**src/kcr_pkg.sv**
```systemverilog
// Shared types and constants of the replicated-border kernel convolution block.
package kcr_pkg;

  localparam int unsigned DIM_W  = 11;  // image width and height registers
  localparam int unsigned KS_W   = 3;   // kernel size register
  localparam int unsigned COEF_W = 16;  // Q4.12 coefficient
  localparam int unsigned PIX_W  = 8;   // greyscale pixel
  localparam int unsigned POS_W  = 10;  // result row and column
  localparam int unsigned CIDX_W = 6;   // coefficient index field
  localparam int unsigned FRAC_W = 12;  // fractional bits of a coefficient
  localparam int unsigned APB_AW = 4;
  localparam int unsigned APB_DW = 32;

  typedef enum logic [1:0] {
    CMD_LOAD  = 2'd0,
    CMD_PIXEL = 2'd1,
    CMD_FLUSH = 2'd2,
    CMD_RSVD  = 2'd3
  } cmd_e;

  typedef enum logic [1:0] {
    REG_WIDTH  = 2'd0,
    REG_HEIGHT = 2'd1,
    REG_KSIZE  = 2'd2,
    REG_NONE   = 2'd3
  } reg_e;

  typedef enum logic [3:0] {
    ST_IDLE  = 4'b0001,
    ST_RUN   = 4'b0010,
    ST_DRAIN = 4'b0100,
    ST_EMIT  = 4'b1000
  } state_e;

  typedef struct packed {
    cmd_e                      command;
    logic [CIDX_W-1:0]         coef_index;
    logic signed [COEF_W-1:0]  coef_value;
    logic [PIX_W-1:0]          pixel_value;
  } in_item_t;

  typedef struct packed {
    logic [PIX_W-1:0] out_pixel;
    logic [POS_W-1:0] out_row;
    logic [POS_W-1:0] out_col;
    logic             clipped;
    logic             last;
  } out_item_t;

endpackage

```
**src/kcr_coef_cell.sv**
```systemverilog
// One cell of the coefficient ring: holds a coefficient, loads or takes its neighbour's.
module kcr_coef_cell (
  input  logic                                clk_i,
  input  logic                                shift_i,
  input  logic                                load_i,
  input  logic signed [kcr_pkg::COEF_W-1:0]   load_val_i,
  input  logic signed [kcr_pkg::COEF_W-1:0]   nb_i,
  output logic signed [kcr_pkg::COEF_W-1:0]   coef_o
);

  logic signed [kcr_pkg::COEF_W-1:0] coef_q, coef_d;

  always_comb begin
    coef_d = coef_q;
    if (load_i) begin
      coef_d = load_val_i;
    end else if (shift_i) begin
      coef_d = nb_i;
    end
  end

  always_ff @(posedge clk_i) begin
    coef_q <= coef_d;
  end

  assign coef_o = coef_q;

endmodule

```
**config.mk**
```make
export PLATFORM = sky130hd
export DESIGN_NAME = kcr_coef_cell
export DESIGN_NICKNAME = d
export VERILOG_FILES = /design/src/kcr_pkg.sv /design/src/kcr_coef_cell.sv
export SDC_FILE = /design/constraint.sdc
export NUM_CORES = 1
export LEC_CHECK = 0
export ABC_AREA = 0
export BUFFER_PORTS_ARGS = -buffer_cell sky130_fd_sc_hd__buf_4
export CORE_MARGIN = 2
export CORE_UTILIZATION = 39
export CTS_CLUSTER_SIZE = 16
export DETAILED_ROUTE_END_ITERATION = 12
export HOLD_SLACK_MARGIN = 0.15
export PLACE_DENSITY = 0.85
export SYNTH_ARGS = -nofsm -noshare
export SYNTH_HDL_FRONTEND = slang
export SYNTH_SLANG_ARGS = --single-unit
```
**constraint.sdc**
```tcl
create_clock -name clk_i -period 1.55 [get_ports clk_i]
set_clock_uncertainty 0.1 [all_clocks]
set_input_delay 0.0775 -clock clk_i [delete_from_list [all_inputs] [get_ports clk_i]]
set_output_delay 0.0775 -clock clk_i [all_outputs]
set_load 0.02 [all_outputs]
```
==> metrics.txt <==
GP Congestion=just over 0.6; TritonCTS clock tree=yes; area fraction of the dominant cell type after synthesis=65.6%; Cell Int Power=slightly above 800 uW; I/O pin cnt=51; P_leak=0.000663 uW; Clock transition at path regs=roughly 90 ps; Buf/Inv on CP=2; Worst Path Max Fanout=16; clock network power share=19.9%; Synth Instances=35; RSZ-0062 raised after global routing=no; TritonCTS buffer count=3; Final Hold Viols=0; Root Buffer=clkbuf_4; H-tree Lvls=1; syn nets=70; post-CTS sizing=0; overall routing resource usage=22.7%; num rows=15; Post-route DRC=0; DIE AREA=~2200 sq um; fin crit period=approximately 1500 ps; max FFs per register=16; clk sinks=16; most common cell after layout, fill and taps aside=buf_4; commonest non-fill, non-tap cells in the layout=buf_4, dlygate4sd3_1, edfxtp_1; first-pass GRT wire length=3.24 mm; vias in the first global route=705; Initial Util=41.9%; Critical Path AT=roughly 1300 ps; first drt pass iteration count=3; worst hold slack=499 ps; maximum VDD drop=approximately 510 uV; DRT iter0 DRCs=10; sw power=277 uW; Comb power frac=around 31%; Die Y=around 47 um; largest net degree at the start of global routing=17; Core Box Area=1750 sq um; Startpoint Class=input port; pins over their slew limit=0; CP Depth=3; slowest CP cell=or2_1; Syn-to-layout area delta=101%; final period utilization=a little over nine tenths; Seq/Total Area, Yosys=65.6%; CP cell instances=dlygate4sd3_1, buf_4, or2_1; Congestion Overflow GR=0; via count=~650; Vias/cell=about 4.5; Mapped Area=approximately 730 sq um; pwr dens=752 nW/um^2; Final Setup Violations=0; initial antenna violation count=0; sequential share of power=49.4%; Synth area leader=edfxtp_1; worst hold stages=2; Setup WS pre-CTS=310 ps; Seq cells post-synth=16; worst setup margin=83.5 ps; PortBufs=50; Synth Area per Inst=20.9 sq um; ANT cells=0; Slew headroom=a little under three fifths; Achievable Freq=682 MHz; CTS Buffer Depth=2; Max Cap Viol=0; NumNets Final=157; Setup TNS=0 ps; Cell variety after synth=6; Synth Warn #=0; Worst Max-Slew Pin Slew=646 ps; critical path class=input port to register; status=complete, no violations; Switching Fraction=25.1%; synth top area cells=edfxtp_1, mux2_4, mux2_2; chip width=about 47 um; flip-flop and latch area=480 sq um; WP data required=about 1400 ps; share of cells above drive strength 1=58.3%; crit end category=register; Crit path max-delay family=buffers and inverters; Routed wire per std cell=15.4 um; Worst Hold Class=input port to register; post-route ant nets=0; Critical Path Max Stage Delay=530 ps; Filler cells=92; WL final=2.23 mm; multi-input logic area=220 sq um
==> cells in the mapped netlist, drive strengths merged <==
cell type / count
mux2: 16
buf: 2
edfxtp: 16
or2: 1
==> area by class of cell <==
type	count	share of cell area, %
Clock buffer	3	1.53
Multi-Input combinational cell	17	15.0
Sequential cell	16	32.7
Tap cell	25	2.13
Timing Repair Buffer	84	48.6
==> through the flow <==
stage	std cells	utilization [%]	power, uW	instance area [sq um]
after detailed placement	109	63.9	820	1110
after global routing	145	84.1	1150	1470
after global placement	109	63.9	814	1110
after CTS	145	84.1	1100	1470
after floorplan	35	-	684	732
final	145	84.1	1100	1470
==> per-layer routing <==
metal | track usage [%] | share of wire (%) | vias to the layer above
met3 | 7.31 | 6.9 | 2
li1 | - | - | 308
met4 | 6.67 | 0.49 | 0
met5 | 0 | 0 | -
met1 | 22.0 | 34 | 313
met2 | 44.6 | 58 | 31
==> worst paths after layout <==
path	start	to	slack, ps
setup / recovery	load_i	coef_o[1]$_DFFE_PP_	80
hold / removal	shift_i	coef_o[10]$_DFFE_PP_	500
==> power groups by stage <==
stage	clock network (uW)	logic (uW)	registers, uW
2_1_floorplan	0	67.5	617
3_3_place_gp	0	260	554
3_5_place_dp	0	266	554
4_1_cts	219	332	544
5_1_grt	243	358	549
6_report	220	339	546
==> timing repair <==
item,4_1_cts,5_1_grt
setup buffers,0,0
hold buffers,33,0
endpoints found under the hold margin,16,0
==> cells by family after synthesis <==
family / share of synthesized area [%]
buffers and inverters: 4.27
DFF: 65.6
muxes: 29.2
and+or+nand+nor: 0.855
No activity file was read; power rests on OpenSTA's default activity.
