[src/kcr_pkg.sv]
// Shared types and constants of the replicated-border kernel convolution block.
package kcr_pkg;

  localparam int unsigned DIM_W  = 11;  // image width and height registers
  localparam int unsigned KS_W   = 3;   // kernel size register
  localparam int unsigned COEF_W = 16;  // Q4.12 coefficient
  localparam int unsigned PIX_W  = 8;   // greyscale pixel
  localparam int unsigned POS_W  = 10;  // result row and column
  localparam int unsigned CIDX_W = 6;   // coefficient index field
  localparam int unsigned FRAC_W = 12;  // fractional bits of a coefficient
  localparam int unsigned APB_AW = 4;
  localparam int unsigned APB_DW = 32;

  typedef enum logic [1:0] {
    CMD_LOAD  = 2'd0,
    CMD_PIXEL = 2'd1,
    CMD_FLUSH = 2'd2,
    CMD_RSVD  = 2'd3
  } cmd_e;

  typedef enum logic [1:0] {
    REG_WIDTH  = 2'd0,
    REG_HEIGHT = 2'd1,
    REG_KSIZE  = 2'd2,
    REG_NONE   = 2'd3
  } reg_e;

  typedef enum logic [3:0] {
    ST_IDLE  = 4'b0001,
    ST_RUN   = 4'b0010,
    ST_DRAIN = 4'b0100,
    ST_EMIT  = 4'b1000
  } state_e;

  typedef struct packed {
    cmd_e                      command;
    logic [CIDX_W-1:0]         coef_index;
    logic signed [COEF_W-1:0]  coef_value;
    logic [PIX_W-1:0]          pixel_value;
  } in_item_t;

  typedef struct packed {
    logic [PIX_W-1:0] out_pixel;
    logic [POS_W-1:0] out_row;
    logic [POS_W-1:0] out_col;
    logic             clipped;
    logic             last;
  } out_item_t;

endpackage

[src/kcr_mac.sv]
// Multiply-accumulate over the window taps, then round half up and saturate.
module kcr_mac #(
  parameter int unsigned ACC_W = 32
) (
  input  logic                               clk_i,
  input  logic                               rst_ni,
  input  logic                               clear_i,
  input  logic                               tap_i,
  input  logic [kcr_pkg::PIX_W-1:0]          pix_i,
  input  logic signed [kcr_pkg::COEF_W-1:0]  coef_i,
  output logic [kcr_pkg::PIX_W-1:0]          pix_o,
  output logic                               clip_o
);

  localparam int unsigned PROD_W = kcr_pkg::PIX_W + kcr_pkg::COEF_W + 1;
  localparam int unsigned Q_W    = ACC_W - kcr_pkg::FRAC_W;
  localparam logic signed [ACC_W-1:0] HALF = ACC_W'(1) << (kcr_pkg::FRAC_W - 1);

  logic signed [PROD_W-1:0] prod_q, prod_d;
  logic                     tap_q;
  logic signed [ACC_W-1:0]  acc_q, acc_d;
  logic signed [ACC_W-1:0]  sum;
  logic [Q_W-1:0]           quo;
  logic                     neg, big;

  assign prod_d = $signed({1'b0, pix_i}) * coef_i;

  always_comb begin
    acc_d = acc_q;
    if (clear_i) begin
      acc_d = '0;
    end else if (tap_q) begin
      acc_d = acc_q + ACC_W'(prod_q);
    end
  end

  always_ff @(posedge clk_i or negedge rst_ni) begin
    if (!rst_ni) begin
      tap_q <= 1'b0;
    end else begin
      tap_q <= tap_i;
    end
  end

  always_ff @(posedge clk_i) begin
    prod_q <= prod_d;
    acc_q  <= acc_d;
  end

  // floor((acc + 2048) / 4096), clamped to the pixel range
  assign sum = acc_q + HALF;
  assign neg = sum[ACC_W-1];
  assign quo = sum[ACC_W-1:kcr_pkg::FRAC_W];
  assign big = !neg && (quo > Q_W'(255));

  always_comb begin
    if (neg) begin
      pix_o = '0;
    end else if (big) begin
      pix_o = '1;
    end else begin
      pix_o = quo[kcr_pkg::PIX_W-1:0];
    end
  end

  assign clip_o = neg || big;

endmodule

[config.mk]
export PLATFORM = sky130hd
export DESIGN_NAME = kcr_mac
export DESIGN_NICKNAME = d
export VERILOG_FILES = /design/src/kcr_pkg.sv /design/src/kcr_mac.sv
export SDC_FILE = /design/constraint.sdc
export NUM_CORES = 1
export LEC_CHECK = 0
export ABC_AREA = 1
export BUFFER_PORTS_ARGS = -buffer_cell sky130_fd_sc_hd__buf_2
export CAP_MARGIN = 20
export CORE_MARGIN = 3
export CORE_UTILIZATION = 51
export CTS_CLUSTER_DIAMETER = 80
export DETAILED_ROUTE_END_ITERATION = 10
export GPL_TIMING_DRIVEN = 0
export PLACE_DENSITY = 0.69
export REMOVE_ABC_BUFFERS = 1
export SETUP_SLACK_MARGIN = 0.1
export SLEW_MARGIN = 5
export SYNTH_ARGS = -nofsm -noshare
export SYNTH_HDL_FRONTEND = slang
export SYNTH_SLANG_ARGS = --single-unit
export TNS_END_PERCENT = 100
[constraint.sdc]
create_clock -name clk_i -period 2.56 [get_ports clk_i]
set_input_delay 0 -clock clk_i [delete_from_list [all_inputs] [get_ports clk_i]]
set_output_delay 0 -clock clk_i [all_outputs]
set_load 0.1 [all_outputs]
==> flow_metrics.py, run 1 <==
metrics = {
    "critical_path": {
        "worstPathArrival_ps": 3750,
        "cp_max_fo": 4,
        "critPathCaptureType": "flop",
        "worstPathRequired_ps": 2820,
        "start_kind": "primary input",
        "worst-setup-path-type": "in -> reg",
    },
    "place": {
        "dpl.hpwl_um": 17900,
        "io_buffers": 36,
        "place_congestion": 0.975,
        "dpl_worst_slack_ps": -2040,
    },
    "floorplan": {
        "io_pins": 37,
        "dieArea_um2": 20100,
        "row_count": 49,
        "core_um2": 18000,
        "initial_core_util": 0.522,
        "die_y_um": 142,
        "die_w_um": 142,
    },
    "pwr": {
        "ir_worst_vdd_v": 0.000999,
        "power_density_nw_per_um2": 1390,
        "p_leak_uw": 0.00670,
        "power_uw": 16500,
    },
    "final_layout": {
        "syn_to_final_growth_pct": 25.9,
        "n_fill_cell": 1478,
        "drive_gt1_frac": 0.220,
        "antenna_cells": 0,
        "fin_nets": 1719,
    },
    "sta": {
        "tightest_slew_ps": 926,
        "fin_tns_setup_ps": -14810,
        "drv_slew": 0,
        "finalClockSkew_ps": 6.10,
        "rsz0062_at_grt": "true",
        "finalHoldViolCount": 0,
        "fin_ws_ps": -932,
        "max_clock_freq_ghz": 0.286,
        "hold_slack_ps": 121,
        "post-route-period-util": 1.36,
        "setup_viol": 20,
        "slew_headroom": 0.382,
        "fin_crit_ps": 3490,
    },
    "job": {
        "cap_violations": 0,
    },
    "synth": {
        "synthFlopType": "dfxtp_1",
        "synth_edf_count": 0,
        "seq_area_frac_synth": 0.124,
        "synth_area_per_cell_um2": 6.64,
        "async_flop_share": 0.0172,
        "yosysTopAreaCell": "fa_1",
        "synth_top_area_share": 0.219,
        "netlist_instances": 1416,
        "ys_types": 37,
        "synth_area_um2": 9410,
        "synth.most_common_cell": "nand2_1",
        "ys_top_cells_by_area": "fa_1 22%, nand2_1 15%, inv_1 15%",
        "synth-seq-cells": 58,
        "synth_warnings": 0,
        "synth_commonest_cells": "378 x nand2_1, 365 x inv_1, 103 x fa_1, 90 x nor2_1, 82 x ha_1",
    },
    "cts": {
        "clk-insertion-delay-late_ps": 340,
        "cts_sinks": 58,
        "cts_buffer_depth": 2,
        "cts_buffers": 9,
        "h-tree-depth": 3,
        "root_buffer": "clkbuf_16",
        "clk_pin_slew_ps": 60,
        "tritoncts": "done",
    },
    "global_route": {
        "grtUsageMet3": 0.0202,
        "track_usage": 0.246,
        "grt-ovfl-total": 0,
        "grt_pass1_wl_um": 40800,
        "antenna_found_initial": 0,
        "use_met1": 0.295,
        "grt_pass1_vias": 8950,
        "grtUsageMet2": 0.459,
        "gr-max-usage-layer": "met2",
        "grt_max_degree": 33,
    },
    "detailed_routing": {
        "num_vias": 8751,
        "viasPerCell": 5.03,
        "wl_per_cell_um": 14.3,
        "drt_iter0_markers": 379,
        "first_pass_iters": 5,
        "drc_errors": 0,
        "routed_wl_um": 24900,
        "antenna_left": 0,
    },
    "min_path": {
        "hold_class": "in -> reg",
    },
    "status": {
        "outcome": "finished, violations left",
        "violations": "negative setup slack",
    },
}
==> per-layer routing <==
metal  up-vias  part of all wire
li1       4395                 -
met1      4091              0.42
met2       205              0.50
met3        60             0.035
met4         0             0.038
met5         -                 0
==> path summary, 6_finish.rpt <==
check	start	end	slack, ps	cells past startpoint
min	coef_i[1]	prod_q[1]$_DFF_P_	120	4
max reg2reg	acc_q[0]$_SDFFE_PP0P_	acc_q[30]$_SDFFE_PP0P_	300	15
min in group asynchronous	rst_ni	tap_q$_DFF_PN0_	490	3
max in group asynchronous	rst_ni	tap_q$_DFF_PN0_	1970	3
max	pix_i[0]	prod_q[17]$_DFF_P_	-930	23
min reg2reg	acc_q[0]$_SDFFE_PP0P_	acc_q[0]$_SDFFE_PP0P_	490	2
==> where the power goes <==
group          switching [uW]  total (uW)  leakage [uW]  internal [uW]
clock network             461        1220      0.000138            758
registers                 312        1630      0.000489           1320
logic                    7910       13600       0.00607           5730
==> timing repair <==
item / in CTS / in global routing
endpoints found under the setup margin: 20 / 30
setup buffers: 55 / 26
hold buffers: 4 / 0
pin swaps: 153 / 58
gates cloned: 0 / 1
gates resized for setup: 255 / 60
endpoints found under the hold margin: 3 / 0
==> cell usage in the layout, fill, tap and decap left out, types with 4 or more instances in the layout <==
master and n:
buf_6 27, o21ai_0 35, xnor2_1 9, nor2_1 84, nand2_2 37, dfxtp_1 55, ha_4 23, xor2_1 33
nand3_1 53, a21oi_4 8, nor2_2 9, a21oi_1 55, nand3_2 11, fa_2 8, inv_1 329, ha_1 59
fa_1 95, buf_12 7, nand2_1 326, o21ai_1 6, inv_4 5, buf_4 70, o21bai_1 7, nor3_1 7
dlygate4sd3_1 4, nand4_1 10, inv_2 33, buf_2 7, nand2_4 23, nor2_4 8, clkbuf_16 9, a21oi_2 10
==> through the flow <==
stage | util | std cells | cell area (um^2)
2_1_floorplan | - | 1374 | 9250
3_3_place_gp | 0.539 | 1639 | 9720
3_5_place_dp | 0.541 | 1640 | 9740
4_1_cts | 0.638 | 1715 | 11500
5_1_grt | 0.657 | 1740 | 11800
6_report | 0.657 | 1740 | 11800
==> registers in the layout, indices dropped and copies added, names as in the netlist <==
signal  count
tap_q       1
prod_q     25
acc_q      32
==> kinds of logic (layout without fill, tap and decap cells) <==
group                      count (synthesis)  count (layout)  synth area share
AOI/OAI and AO/OA                        136             136            0.0783
xor gates and xnor gates                  45              45            0.0419
adders and majority gates                185             185             0.328
buffers and inverters                    409             503             0.163
DFF                                       58              58             0.124
and+or+nand+nor                          583             584             0.264
==> layout make-up <==
class                      count  area (um^2)  area share
multi-input combinational    950         7570       0.639
inverter                     367         1390       0.117
clock buffer                   9          225      0.0190
tap                          229          287      0.0242
sequential                    58         1170      0.0987
timing repair buffer         120         1120      0.0950
clock inverter                 7         78.8     0.00666
==> critical path: stages <==
cell and delay [ps]:
buf_12 90, buf_6 90, buf_8 100, buf_4 110
buf_6 100, nand2_4 40, fa_2 520, inv_2 40
fa_1 490, ha_4 280, inv_1 50, fa_2 540
inv_2 60, ha_4 270, nand3_2 70, nand2_2 90
nand2_1 70, o211ai_1 160, nand2_1 140, nand2_2 130
nand3_2 70, nand2_2 70, xor2_1 160
No activity file was read; power rests on OpenSTA's default activity.
==> run 2, diff against run 1 <==
--- a/config.mk
+++ b/config.mk
@@ -5,11 +5,12 @@
 export SDC_FILE = /design/constraint.sdc
 export NUM_CORES = 1
 export LEC_CHECK = 0
-export ABC_AREA = 1
+export ABC_AREA = 0
 export BUFFER_PORTS_ARGS = -buffer_cell sky130_fd_sc_hd__buf_2
 export CAP_MARGIN = 20
 export CORE_MARGIN = 3
 export CORE_UTILIZATION = 51
+export CTS_BUF_LIST = sky130_fd_sc_hd__clkbuf_4
 export CTS_CLUSTER_DIAMETER = 80
 export DETAILED_ROUTE_END_ITERATION = 10
 export GPL_TIMING_DRIVEN = 0
==> run 2 against run 1 <==
  * The flow still finishes with violations (negative setup slack)
  * Total power is 11% lower
  * Critical path type unchanged
  * Synthesized cell count down 31%
  * Register-to-register slack worse by 570 ps
  * Worst setup slack worse by 300 ps
  * Final cell count fell by 26%
  * Clock skew grew 14 ps
  * Fmax fell by 7.9%
  * First-iteration DRC count shrank 9.5%
  * Final area fell by 9.4%
  * Highest routed layer unchanged
  * Sequential share of layout area is 1.4 points higher
==> flow_metrics.py, run 2 <==
metrics = {
    "global_route": {
        "grt-ovfl-total": 0,
        "track_usage": 0.220,
        "grt_max_degree": 32,
        "antenna_found_initial": 1,
        "grt_pass1_wl_um": 33100,
        "grt_pass1_vias": 7139,
    },
    "floorplan": {
        "core_um2": 15500,
        "die_y_um": 133,
        "io_pins": 37,
        "die_w_um": 133,
        "row_count": 45,
        "dieArea_um2": 17800,
        "initial_core_util": 0.533,
    },
    "cts": {
        "cts_buffers": 9,
        "cts_buffer_depth": 2,
        "clk-insertion-delay-late_ps": 430,
        "clk_pin_slew_ps": 100,
        "cts_sinks": 58,
        "h-tree-depth": 3,
        "root_buffer": "clkbuf_4",
        "tritoncts": "done",
    },
    "pwr": {
        "p_leak_uw": 0.00508,
        "switching_share": 0.502,
        "p_switching_uw": 7360,
        "ir_worst_vdd_v": 0.00119,
        "p_int_uw": 7300,
        "p_clk_frac": 0.045,
        "power.share.sequential": 0.123,
        "power_density_nw_per_um2": 1370,
        "power_uw": 14700,
        "pwr-share-comb": 0.832,
    },
    "synth": {
        "yosysTopAreaCell": "fa_1",
        "synth.most_common_cell": "inv_1",
        "synth_commonest_cells": "174 x inv_1, 103 x fa_1, 90 x nand2_1, 82 x ha_1, 81 x and2_1",
        "ys_types": 59,
        "synth-seq-cells": 58,
        "async_flop_share": 0.0172,
        "synth_warnings": 0,
        "ys_top_cells_by_area": "fa_1 25%, dfxtp_1 14%, ha_1 12%",
        "synth_top_area_share": 0.249,
        "synth_area_um2": 8280,
        "synth_edf_count": 0,
        "synth_area_per_cell_um2": 8.42,
        "seq_area_frac_synth": 0.141,
        "netlist_instances": 983,
        "synthFlopType": "dfxtp_1",
    },
    "place": {
        "dpl.hpwl_um": 13100,
        "place_congestion": 0.906,
        "place_area_um2": 8680,
        "io_buffers": 36,
        "place_inst": 1211,
    },
    "final_layout": {
        "fin_nets": 1291,
        "layout.cells.non_filler": 1295,
        "drive_gt1_frac": 0.275,
        "design_area_um2": 10700,
        "layout_commonest_cell": "inv_1",
        "max_flop_register": "acc_q",
        "final_cell_mix": "158 x inv_1, 95 x fa_1, 75 x nand2_1",
        "syn_to_final_growth_pct": 29.6,
        "largestRegisters": "acc_q: 32 flops, prod_q: 25 flops, tap_q: 1 flops",
        "largest_reg_flops": 32,
    },
    "detailed_routing": {
        "wl_per_cell_um": 15.3,
        "drc_errors": 0,
        "first_pass_iters": 5,
        "viasPerCell": 5.33,
        "antenna_left": 0,
        "drt_iter0_markers": 343,
        "num_vias": 6896,
        "routed_wl_um": 19800,
    },
    "critical_path": {
        "critPathCaptureType": "flop",
        "rrSetupSlack_ps": -270,
        "rr_startpoint": "acc_q[1]$_SDFFE_PP0P_",
        "cp_slowest_cell": "fa_1",
        "startpoint": "pix_i[2]",
        "worst-setup-path-type": "in -> reg",
        "start_kind": "primary input",
        "cpPeakStageDelay_ps": 540,
        "reg2reg_depth": 10,
        "worstPathArrival_ps": 4160,
        "reg2reg_to": "acc_q[31]$_SDFFE_PP0P_",
        "cp_max_fo": 7,
        "path_cells": "buf_12 > nand2_4 > fa_1 > inv_2 > fa_1 > ha_1 > inv_2 > fa_1 > inv_2 > ha_4 > a21o_1 > a21oi_2 > o21bai_1 > a21oi_2 > o211ai_1 > a2111oi_4 > o41ai_2 > or4_1 > nand4_1",
        "worstPathRequired_ps": 2920,
    },
    "min_path": {
        "holdCritStartpoint": "coef_i[1]",
        "hold_class": "in -> reg",
        "worstHoldEndpoint": "prod_q[1]$_DFF_P_",
        "whs_path_depth": 3,
    },
    "sta": {
        "max_clock_freq_ghz": 0.264,
        "slew_headroom": 0.561,
        "finalHoldViolCount": 0,
        "hold_slack_ps": 45.5,
        "post-route-period-util": 1.48,
        "drv_slew": 0,
        "fin_ws_ps": -1230,
        "setup_viol": 35,
        "finalClockSkew_ps": 19.8,
        "rsz0062_at_grt": "true",
        "tightest_slew_ps": 658,
        "fin_crit_ps": 3790,
    },
    "status": {
        "outcome": "finished, violations left",
        "violations": "negative setup slack",
    },
    "job": {
        "cap_violations": 0,
    },
}
## run 2: changes by cell type in the layout (fill, tap and decap cells not counted), moves of 23 or more
| cell | previous run | this run |
|---|---|---|
| and2_1 | 2 | 73 |
| buf_4 | 70 | 47 |
| inv_1 | 329 | 158 |
| nand2_1 | 326 | 75 |
| nand2_2 | 37 | 11 |
| nand3_1 | 53 | 15 |
| nor2_1 | 84 | 45 |
## run 2: what timing repair did
item / in CTS / in global routing
cloned: 4 / 0
hold buffers: 5 / 0
endpoints found under the setup margin: 42 / 43
gates resized for setup: 239 / 90
hold endpoints to repair: 3 / 0
setup buffers: 52 / 10
pin swaps: 116 / 48
## run 2: metrics by stage
| step | TNS (ps) | worst slack (ps) | utilization |
|---|---|---|---|
| final | -16780 | -1230 | 0.690 |
| after global routing | -21050 | -1380 | 0.690 |
| after CTS | -13630 | -1200 | 0.661 |
| after detailed placement | -34150 | -2400 | 0.558 |
| after global placement | -33510 | -2410 | 0.557 |
| after floorplan | -25100 | -1720 | - |
## run 2: kinds of logic (layout without fill, tap and decap cells)
family                     Yosys count  after routing  share of synthesized area
DFF                                 58             58                      0.141
xor gates and xnor gates            51             51                     0.0540
AOI/OAI and AO/OA                  175            175                      0.139
muxes                               17             17                     0.0209
and+or+nand+nor                    302            302                      0.184
adders and majority gates          185            185                      0.373
buffers and inverters              195            295                     0.0884
other                                0              1                          0
## run 2: area by class of cell
type | count | area [um^2]
clock inverters | 7 | 70.1
clock buffers | 9 | 67.6
fillers | 1190 | 4810
inverters | 175 | 659
well taps | 211 | 264
flip-flops and latches | 58 | 1210
multi-input cells | 730 | 7330
diodes | 1 | 2.50
repair buffers | 104 | 1130
## run 2: power by group through the flow
stage               logic (uW)  clock network, uW  registers, uW
floorplan                 7110                  0           1590
global placement          8350                  0           1710
detailed placement        8470                  0           1710
CTS                      10700                670           1770
global route             13400                709           1850
finish                   12200                656           1800
## run 2: how the worst max path moves through the flow
stage | endpoint
after floorplan | prod_q[21]$_DFF_P_
after global placement | prod_q[21]$_DFF_P_
after detailed placement | prod_q[21]$_DFF_P_
after CTS | prod_q[21]$_DFF_P_
after global routing | prod_q[21]$_DFF_P_
final | prod_q[21]$_DFF_P_
## run 2: critical path: cells and delay by family
family / cells / cell delay, ps
buffers and inverters: 4 / 240
adders and majority gates: 5 / 2000
and+or+nand+nor: 3 / 620
AOI/OAI and AO/OA: 7 / 1280
## run 2: per-layer routing
metal	track usage	vias up	routed length, um
met3	0.0268	29	613
met1	0.301	3335	9160
met2	0.372	150	9680
met5	0	-	0
li1	-	3382	-
met4	0.0577	0	306
